File: src/ffba_pkg.sv
// Shared constants, types and helpers for the first-fit block allocator.
// Used by ffba_ctrl and the top level in src; it depends on nothing else.
`timescale 1ns / 1ps

package ffba_pkg;

    localparam int MAX_BLOCKS = 1024;
    localparam int BS_LOG2    = 12;
    localparam int ADDR_W     = 22;
    localparam int AMT_W      = 23;
    localparam int CFG_W      = 11;

    localparam int IDX_W   = $clog2(MAX_BLOCKS);
    localparam int LIM_W   = $clog2(MAX_BLOCKS + 1);
    localparam int FIRST_W = ADDR_W - BS_LOG2;
    localparam int BLK_W   = AMT_W - BS_LOG2 + 1;
    // Wide enough for a first block plus a block count, and for the limit.
    localparam int SPAN_W  = (BLK_W + 1 > LIM_W) ? BLK_W + 1 : LIM_W;

    localparam logic [CFG_W-1:0] CFG_RESET = CFG_W'(1024);

    typedef enum logic [1:0] {
        KIND_ALLOC = 2'd0,
        KIND_FREE  = 2'd1,
        KIND_SET   = 2'd2
    } t_kind;

    typedef struct packed {
        logic [1:0]        kind;
        logic [ADDR_W-1:0] byte_address;
        logic [AMT_W-1:0]  byte_amount;
        logic              mark_used;
    } t_req;

    typedef struct packed {
        logic              valid;
        logic [ADDR_W-1:0] alloc_address;
        logic              status;
    } t_result;

    typedef struct packed {
        logic             we;
        logic [IDX_W-1:0] waddr;
        logic             wdata;
        logic [IDX_W-1:0] raddr;
    } t_ram_req;

    // Effective block count: the register saturated to the map size.
    function automatic logic [LIM_W-1:0] sat_limit(input logic [CFG_W-1:0] count);
        logic [31:0] wide;
        wide = 32'(count);
        if (wide > 32'(MAX_BLOCKS)) begin
            return LIM_W'(MAX_BLOCKS);
        end
        return LIM_W'(wide);
    endfunction

endpackage

File: src/ffba_ram.sv
// Generic simple dual-port RAM: one write port, one read port, registered read.
// Stands alone; used for the block map of the allocator.
`timescale 1ns / 1ps

module ffba_ram #(
    parameter int WIDTH = 1,
    parameter int DEPTH = 1024
) (
    input  logic                     i_clk,
    input  logic                     i_we,
    input  logic [$clog2(DEPTH)-1:0] i_waddr,
    input  logic [WIDTH-1:0]         i_wdata,
    input  logic [$clog2(DEPTH)-1:0] i_raddr,
    output logic [WIDTH-1:0]         o_rdata
);

    logic [WIDTH-1:0] r_mem [DEPTH];
    logic [WIDTH-1:0] r_rdata;

    always_ff @(posedge i_clk) begin
        if (i_we) begin
            r_mem[i_waddr] <= i_wdata;
        end
        r_rdata <= r_mem[i_raddr];
    end

    assign o_rdata = r_rdata;

endmodule

File: src/ffba_ctrl.sv
// Request sequencer of the allocator: clearing pass, first-fit scan and run marking.
// Depends on ffba_pkg; drives the block map RAM through a t_ram_req struct.
`timescale 1ns / 1ps

module ffba_ctrl (
    input  logic                     i_clk,
    input  logic                     i_rst_n,
    input  logic                     i_req_valid,
    input  ffba_pkg::t_req           i_req,
    output logic                     o_req_ready,
    input  logic [ffba_pkg::CFG_W-1:0] i_block_count,
    output ffba_pkg::t_ram_req       o_ram,
    input  logic                     i_ram_rdata,
    output ffba_pkg::t_result        o_res,
    input  logic                     i_res_ready
);

    typedef enum logic [2:0] {
        S_CLEAR,
        S_IDLE,
        S_SETUP,
        S_SCAN,
        S_MARK,
        S_DONE
    } t_state;

    t_state r_state;

    logic [1:0]                      r_kind;
    logic [ffba_pkg::FIRST_W-1:0]    r_first;
    logic [ffba_pkg::AMT_W-1:0]      r_amount;
    logic                            r_mark;
    logic [ffba_pkg::SPAN_W-1:0]     r_need;
    logic [ffba_pkg::SPAN_W-1:0]     r_run;
    logic [ffba_pkg::IDX_W-1:0]      r_start;
    logic [ffba_pkg::IDX_W-1:0]      r_pidx;
    logic                            r_pv;
    logic [ffba_pkg::SPAN_W-1:0]     r_cur;
    logic [ffba_pkg::SPAN_W-1:0]     r_end;
    logic                            r_val;
    logic [ffba_pkg::IDX_W-1:0]      r_clr;
    logic [ffba_pkg::ADDR_W-1:0]     r_res_addr;
    logic                            r_res_status;

    logic [ffba_pkg::SPAN_W-1:0] limit_ext;
    logic [ffba_pkg::SPAN_W-1:0] need;
    logic [ffba_pkg::AMT_W:0]    amt_up;
    logic [ffba_pkg::SPAN_W-1:0] blocks_sel;
    logic [ffba_pkg::SPAN_W-1:0] span_end;
    logic [ffba_pkg::SPAN_W-1:0] mark_end;
    logic [ffba_pkg::SPAN_W-1:0] run_new;
    logic [ffba_pkg::IDX_W-1:0]  start_now;
    logic                        found;
    logic                        can_issue;
    logic                        mark_busy;

    assign limit_ext = ffba_pkg::SPAN_W'(ffba_pkg::sat_limit(i_block_count));

    // Setup arithmetic on the latched request.
    assign need   = ffba_pkg::SPAN_W'((r_amount - ffba_pkg::AMT_W'(1)) >> ffba_pkg::BS_LOG2)
                    + ffba_pkg::SPAN_W'(1);
    assign amt_up = {1'b0, r_amount} + (ffba_pkg::AMT_W + 1)'((1 << ffba_pkg::BS_LOG2) - 1);

    always_comb begin
        if (r_kind == ffba_pkg::KIND_SET) begin
            blocks_sel = ffba_pkg::SPAN_W'(amt_up >> ffba_pkg::BS_LOG2);
        end else begin
            blocks_sel = ffba_pkg::SPAN_W'(r_amount >> ffba_pkg::BS_LOG2);
        end
    end

    assign span_end = ffba_pkg::SPAN_W'(r_first) + blocks_sel;
    assign mark_end = (span_end > limit_ext) ? limit_ext : span_end;

    // Scan step: the word read last cycle arrives now for block r_pidx.
    assign run_new   = r_run + ffba_pkg::SPAN_W'(1);
    assign start_now = (r_run == '0) ? r_pidx : r_start;
    assign found     = r_pv && !i_ram_rdata && (run_new == r_need);
    assign can_issue = (r_cur < limit_ext);
    assign mark_busy = (r_cur < r_end);

    always_ff @(posedge i_clk) begin
        if (!i_rst_n) begin
            r_state <= S_CLEAR;
            r_clr   <= '0;
            r_pv    <= 1'b0;
        end else begin
            unique case (r_state)
                S_CLEAR: begin
                    r_clr <= r_clr + ffba_pkg::IDX_W'(1);
                    if (r_clr == ffba_pkg::IDX_W'(ffba_pkg::MAX_BLOCKS - 1)) begin
                        r_state <= S_IDLE;
                    end
                end
                S_IDLE: begin
                    if (i_req_valid) begin
                        r_kind   <= i_req.kind;
                        r_first  <= i_req.byte_address[ffba_pkg::ADDR_W-1:ffba_pkg::BS_LOG2];
                        r_amount <= i_req.byte_amount;
                        r_mark   <= i_req.mark_used;
                        r_state  <= S_SETUP;
                    end
                end
                S_SETUP: begin
                    r_res_addr   <= '0;
                    r_res_status <= 1'b0;
                    case (r_kind)
                        ffba_pkg::KIND_ALLOC: begin
                            if (r_amount == '0 || need > limit_ext) begin
                                r_res_status <= 1'b1;
                                r_state      <= S_DONE;
                            end else begin
                                r_need  <= need;
                                r_run   <= '0;
                                r_cur   <= '0;
                                r_pv    <= 1'b0;
                                r_state <= S_SCAN;
                            end
                        end
                        ffba_pkg::KIND_FREE: begin
                            r_cur   <= ffba_pkg::SPAN_W'(r_first);
                            r_end   <= mark_end;
                            r_val   <= 1'b0;
                            r_state <= S_MARK;
                        end
                        ffba_pkg::KIND_SET: begin
                            r_cur   <= ffba_pkg::SPAN_W'(r_first);
                            r_end   <= mark_end;
                            r_val   <= r_mark;
                            r_state <= S_MARK;
                        end
                        default: begin
                            r_state <= S_DONE;
                        end
                    endcase
                end
                S_SCAN: begin
                    r_pv <= can_issue && !found;
                    if (can_issue) begin
                        r_cur  <= r_cur + ffba_pkg::SPAN_W'(1);
                        r_pidx <= r_cur[ffba_pkg::IDX_W-1:0];
                    end
                    if (r_pv) begin
                        if (!i_ram_rdata) begin
                            r_start <= start_now;
                            r_run   <= run_new;
                        end else begin
                            r_run <= '0;
                        end
                    end
                    if (found) begin
                        r_cur      <= ffba_pkg::SPAN_W'(start_now);
                        r_end      <= ffba_pkg::SPAN_W'(start_now) + r_need;
                        r_val      <= 1'b1;
                        r_res_addr <= ffba_pkg::ADDR_W'({start_now, ffba_pkg::BS_LOG2'(0)});
                        r_state    <= S_MARK;
                    end else if (!r_pv && !can_issue) begin
                        r_res_status <= 1'b1;
                        r_state      <= S_DONE;
                    end
                end
                S_MARK: begin
                    if (mark_busy) begin
                        r_cur <= r_cur + ffba_pkg::SPAN_W'(1);
                    end else begin
                        r_state <= S_DONE;
                    end
                end
                S_DONE: begin
                    if (i_res_ready) begin
                        r_state <= S_IDLE;
                    end
                end
                default: begin
                    r_state <= S_IDLE;
                end
            endcase
        end
    end

    always_comb begin
        o_ram.raddr = r_cur[ffba_pkg::IDX_W-1:0];
        if (r_state == S_CLEAR) begin
            o_ram.we    = 1'b1;
            o_ram.waddr = r_clr;
            o_ram.wdata = 1'b0;
        end else begin
            o_ram.we    = (r_state == S_MARK) && mark_busy;
            o_ram.waddr = r_cur[ffba_pkg::IDX_W-1:0];
            o_ram.wdata = r_val;
        end
    end

    assign o_req_ready         = (r_state == S_IDLE);
    assign o_res.valid         = (r_state == S_DONE);
    assign o_res.alloc_address = r_res_addr;
    assign o_res.status        = r_res_status;

    // The map is never written while a scan is reading it.
    a_no_write_in_scan: assert property (@(posedge i_clk) disable iff (!i_rst_n)
        (r_state == S_SCAN) |-> !o_ram.we)
        else $error("block map written during scan");

    // Marking never reaches past the managed block count.
    a_mark_in_range: assert property (@(posedge i_clk) disable iff (!i_rst_n)
        ((r_state == S_MARK) && o_ram.we) |-> (r_cur < limit_ext))
        else $error("mark beyond block count");

    // A successful allocation returns a block-aligned address.
    a_aligned: assert property (@(posedge i_clk) disable iff (!i_rst_n)
        (o_res.valid && !o_res.status) |->
            (o_res.alloc_address[ffba_pkg::BS_LOG2-1:0] == '0))
        else $error("unaligned allocation address");

    // One request at a time: after an accept the sequencer is busy.
    a_one_at_a_time: assert property (@(posedge i_clk) disable iff (!i_rst_n)
        (i_req_valid && o_req_ready) |=> !o_req_ready)
        else $error("second request taken while busy");

endmodule

File: src/first_fit_block_allocator.sv
// Top level of the first-fit block allocator: config register, output register,
// block map RAM (ffba_ram) and request sequencer (ffba_ctrl); depends on ffba_pkg.
//
//  Channel  | Handshake             | Payload
//  ---------+-----------------------+--------------------------------------------
//  request  | i_in_valid/o_in_stall | i_kind, i_byte_address, i_byte_amount,
//           |                       | i_mark_used
//  result   | o_out_valid/i_out_stall | o_alloc_address, o_status
//  config   | i_cfg_we              | i_cfg_data (block_count)
//
// After reset a clearing pass writes every entry of the block map (MAX_BLOCKS);
// requests are stalled then, configuration writes are taken.
// Free and set make one map write per block.
// Alloc scans the map up to the end of the first run that fits, then marks that run:
// the scan reads one map entry per cycle through the single read port.
// A finished result sits in the output register, so the next request is taken
// while it waits for the downstream side.
`timescale 1ns / 1ps

module first_fit_block_allocator (
    input  logic                          i_clk,
    input  logic                          i_rst_n,
    input  logic                          i_in_valid,
    output logic                          o_in_stall,
    input  logic [1:0]                    i_kind,
    input  logic [ffba_pkg::ADDR_W-1:0]   i_byte_address,
    input  logic [ffba_pkg::AMT_W-1:0]    i_byte_amount,
    input  logic                          i_mark_used,
    output logic                          o_out_valid,
    input  logic                          i_out_stall,
    output logic [ffba_pkg::ADDR_W-1:0]   o_alloc_address,
    output logic                          o_status,
    input  logic                          i_cfg_we,
    input  logic [ffba_pkg::CFG_W-1:0]    i_cfg_data
);

    logic [ffba_pkg::CFG_W-1:0]  r_block_count;
    logic                        r_out_valid;
    logic [ffba_pkg::ADDR_W-1:0] r_out_addr;
    logic                        r_out_status;

    ffba_pkg::t_req      req;
    ffba_pkg::t_result   res;
    ffba_pkg::t_ram_req  ram;
    logic                ram_rdata;
    logic                req_ready;
    logic                res_ready;

    assign req.kind         = i_kind;
    assign req.byte_address = i_byte_address;
    assign req.byte_amount  = i_byte_amount;
    assign req.mark_used    = i_mark_used;

    // The output register takes a new beat when empty or being drained.
    assign res_ready = !r_out_valid || !i_out_stall;

    always_ff @(posedge i_clk) begin
        if (!i_rst_n) begin
            r_block_count <= ffba_pkg::CFG_RESET;
            r_out_valid   <= 1'b0;
        end else begin
            if (i_cfg_we) begin
                r_block_count <= i_cfg_data;
            end
            if (res.valid && res_ready) begin
                r_out_valid  <= 1'b1;
                r_out_addr   <= res.alloc_address;
                r_out_status <= res.status;
            end else if (!i_out_stall) begin
                r_out_valid <= 1'b0;
            end
        end
    end

    ffba_ram #(
        .WIDTH (1),
        .DEPTH (ffba_pkg::MAX_BLOCKS)
    ) u_map (
        .i_clk   (i_clk),
        .i_we    (ram.we),
        .i_waddr (ram.waddr),
        .i_wdata (ram.wdata),
        .i_raddr (ram.raddr),
        .o_rdata (ram_rdata)
    );

    ffba_ctrl u_ctrl (
        .i_clk         (i_clk),
        .i_rst_n       (i_rst_n),
        .i_req_valid   (i_in_valid),
        .i_req         (req),
        .o_req_ready   (req_ready),
        .i_block_count (r_block_count),
        .o_ram         (ram),
        .i_ram_rdata   (ram_rdata),
        .o_res         (res),
        .i_res_ready   (res_ready)
    );

    assign o_in_stall      = !req_ready;
    assign o_out_valid     = r_out_valid;
    assign o_alloc_address = r_out_addr;
    assign o_status        = r_out_status;

endmodule

File: config.mk
export PLATFORM = sky130hd
export DESIGN_NAME = first_fit_block_allocator
export DESIGN_NICKNAME = d
export VERILOG_FILES = /design/src/ffba_pkg.sv /design/src/ffba_ram.sv /design/src/ffba_ctrl.sv /design/src/first_fit_block_allocator.sv
export SDC_FILE = /design/constraint.sdc
export NUM_CORES = 2
export LEC_CHECK = 0
export BUFFER_PORTS_ARGS = -buffer_cell sky130_fd_sc_hd__buf_2
export CAP_MARGIN = 30
export CORE_MARGIN = 5
export CORE_UTILIZATION = 60
export CTS_BUF_LIST = sky130_fd_sc_hd__clkbuf_2
export CTS_CLUSTER_DIAMETER = 80
export CTS_CLUSTER_SIZE = 10
export DETAILED_ROUTE_END_ITERATION = 12
export PLACE_DENSITY = 0.77
export SYNTH_ARGS = -nofsm -noshare
export SYNTH_HDL_FRONTEND = slang
export SYNTH_SLANG_ARGS = --single-unit
File: constraint.sdc
create_clock -name i_clk -period 31.5 [get_ports i_clk]
set_input_delay 3.15 -clock i_clk [delete_from_list [all_inputs] [get_ports i_clk]]
set_output_delay 3.15 -clock i_clk [all_outputs]
set_load 0.05 [all_outputs]
==> impl_metrics.csv <==
group,metric,value,unit
yosys,yosysMostFrequentCell,"edfxtp_1",
global_route,grt_max_degree,270,
timing,relSlewSlack,0.271,
clocking,path_clk_slew,0.19,ns
yosys,synth.area.top_cells,"edfxtp_1, mux4_2, nor2_1",
global_route,grt_pass1_vias,33089,
placement,portBuffers,64,
yosys,async_flop_share,0,
yosys,synthTopCellsByCount,"edfxtp_1, nor2_1, mux4_2",
timing,fin_ws,25.52,ns
routing,vias,34354,
yosys,syn_avg_cell_area,13.5,µm²
die,io_pins,89,
hold_path,worstHoldEndpoint,"o_alloc_address[19]",
timing,hold_slack,0.418,ns
power,leakagePower,18.3,nW
status,status,"complete, no violations",
setup_path,rr_worst_depth,12,
global_route,antenna_found_initial,4,
final_layout,syn2layout_area_growth,5.24,%
yosys,synth_edf_count,1154,
timing,skew,0.101,ns
yosys,ys_seq_elements,1181,
timing,fin_crit_sh,0.190,
clocking,cts_sinks,1181,
setup_path,path_cells,"nand2b_1 -> nor2_1 -> inv_1 -> buf_2",
timing,rsz0062_at_grt,"no",
hold_path,hp-start,"u_ctrl.r_res_addr[19]",
setup_path,start_kind,"flop",
setup_path,cp_top_family,"flip-flops",
clocking,tritoncts,"built",
routing,drt_wl_total,141000,µm
yosys,synthCells,3989,
setup_path,crit_arrival,2.83,ns
clocking,cts_buffers,136,
placement,placedInstanceArea,55500,µm²
routing,drt-initial-drc-count,5258,
clocking,clk_path_buf_depth,3,
yosys,yosysSeqAreaShare,0.653,
routing,drtAntennaViolNets,0,
hold_path,min_path_type,"flop to flop",
routing,via_per_inst,6.61,
die,die_h,310,µm
setup_path,r2r_end,"u_map.o_rdata",
setup_path,reg2reg_slack,25.77,ns
timing,worst_pin_slew,1.09,ns
hold_path,holdPathStages,0,
clocking,cts_setup_buffers,0,
timing,hold_viol_final,0,
timing,setup-violations-final,0,
routing,first_pass_iters,6,
setup_path,cp_slowest_stage_delay,0.73,ns
die,die_area,95900,µm²
clocking,worstSkewPairLatency,1.48,ns
setup_path,crit_slowest_cell,"dfxtp_1",
timing,fin_setup_tns,0,ns
setup_path,cp-end-kind,"output pin",
yosys,syn_area,53900,µm²
routing,routedWlPerCell,27.2,µm
clocking,cts-root-buf,"clkbuf_2",
clocking,h-tree-depth,4,
yosys,yosys.area.top_type_share,0.643,
timing,fin_crit,5.98,ns
yosys,synth_area_leader_cell,"edfxtp_1",
power,irDropWorstVdd,0.0000319,V
yosys,synthFlopType,"edfxtp_1",
global_route,grt_pass1_wl,207000,µm
timing,slew_violations,0,
final_layout,drive_above_1_share,0.160,
final_layout,final_net_count,4109,
placement,gp_congestion,0.894,
final_layout,design_area,56700,µm²
flow_run,drv_cap,0,
yosys,ys_warn_count,0,
placement,post-place-ws,25.88,ns
placement,dp_hpwl,81600,µm
die,core_area,89600,µm²
clocking,hold_buffers,0,
setup_path,setup.worst_path.class,"flop to output pin",
die,die_w,310,µm
power,power.density,41.9,nW/µm²
clocking,ctsResizeCount,0,
global_route,grt.total_usage,0.292,
setup_path,cp.required,28.35,ns
setup_path,r2r-start,"u_ctrl.r_cur[0]",
die,rows,110,
yosys,yosysUniqueCellTypes,96,
timing,max_freq,167,MHz
setup_path,path_buf_inv,2,
routing,drcViolationCount,0,
global_route,overflow,0,
die,initial_utilization,0.602,
setup_path,cp_max_fo,20,
final_layout,final_core_util,0.633,
[area by class of cell]
cell class	count	area, µm²
sequential	1181	35200
fill	6595	32900
multi-input combinational	2421	17100
timing repair buffer	176	1790
tap	1176	1470
clock buffer	166	831
inverter	54	203
clock inverter	16	109
antenna	5	12.5
[power by group]
part           leakage [nW]   total, W  switching (W)  internal (W)
clock                 0.735   0.000639       0.000496      0.000142
sequential             11.1    0.00170     0.00000121       0.00170
combinational          6.46  0.0000379      0.0000293    0.00000860
total                  18.3    0.00238       0.000527       0.00185
[metal layers]
metal | global-route usage | up-vias | part of all wire | wire (µm)
met1 | 0.403 | 16966 | 0.36 | 50900
met5 | 0 | - | 0.000092 | 13
li1 | - | 14589 | - | -
met2 | 0.464 | 2411 | 0.47 | 66300
met4 | 0.117 | 2 | 0.045 | 6310
met3 | 0.0626 | 386 | 0.12 | 17600
[through the flow]
step | power, W | std cells
4_1_cts | 0.00239 | 5177
2_1_floorplan | 0.00176 | 4000
6_report | 0.00238 | 5195
5_1_grt | 0.00246 | 5194
3_5_place_dp | 0.00177 | 4995
3_3_place_gp | 0.00177 | 4970
[registers in the layout, indices dropped and copies added, names as in the netlist, 2 cells and up]
signal and cells:
o_alloc_address 10, r_block_count 11, u_ctrl.r_start 10, u_ctrl.r_amount 23
u_ctrl.r_end 13, u_ctrl.r_run 13, u_ctrl.r_kind 2, u_ctrl.r_res_addr 10
u_ctrl.r_state 3, u_ctrl.r_first 10, u_ctrl.r_cur 13, u_ctrl.r_need 12
u_ctrl.r_clr 10, u_map.r_mem 1024, u_ctrl.r_pidx 10
[layout by cell type, fill, tap and decap left out, types with 31 or more instances in the layout]
| cell | synthesis | routed |
|---|---|---|
| mux4_2 | 209 | 209 |
| edfxtp_1 | 1154 | 1154 |
| a21oi_1 | 58 | 58 |
| nor2_1 | 1125 | 1124 |
| nor3_1 | 32 | 31 |
| inv_1 | 52 | 52 |
| ha_1 | 73 | 73 |
| xnor2_1 | 49 | 49 |
| mux2i_1 | 130 | 130 |
| nand3_2 | 2 | 34 |
| nand2_1 | 188 | 188 |
| clkbuf_2 | 0 | 166 |
| buf_4 | 23 | 76 |
| nand3_1 | 70 | 38 |
| buf_2 | 68 | 64 |
[worst register-to-register path: cells and delay by family (launching register included)]
family	cells	cell delay, ns
multiplexers	1	0.71
AND/OR/NAND/NOR	2	0.29
buffers and inverters	4	2.73
flip-flops	1	0.36
AO/OA/AOI/OAI	5	1.50
[cell families (layout without fill, tap and decap cells)]
| group | Yosys count | count (layout) | synth area share |
|---|---|---|---|
| AND/OR/NAND/NOR | 1554 | 1554 | 0.120 |
| other | 1 | 17 | 0.0000696 |
| XOR/XNOR | 79 | 79 | 0.0136 |
| buffers and inverters | 398 | 412 | 0.0342 |
| flip-flops | 1181 | 1181 | 0.653 |
| adder cells (fa/ha/maj) | 75 | 75 | 0.0177 |
| AO/OA/AOI/OAI | 348 | 348 | 0.0475 |
| multiplexers | 353 | 353 | 0.114 |
[how the worst max path moves through the flow]
stage / from / endpoint / cells past startpoint
after floorplan: u_ctrl.r_state[1] / u_map.r_mem[0] / 4
after global placement: u_ctrl.r_cur[0] / u_map.o_rdata / 12
after detailed placement: u_ctrl.r_cur[0] / u_map.o_rdata / 12
after CTS: u_ctrl.r_state[0] / o_in_stall / 4
after global routing: u_ctrl.r_state[0] / o_in_stall / 4
final: u_ctrl.r_state[0] / o_in_stall / 4
(Power assumes the default switching activity.)
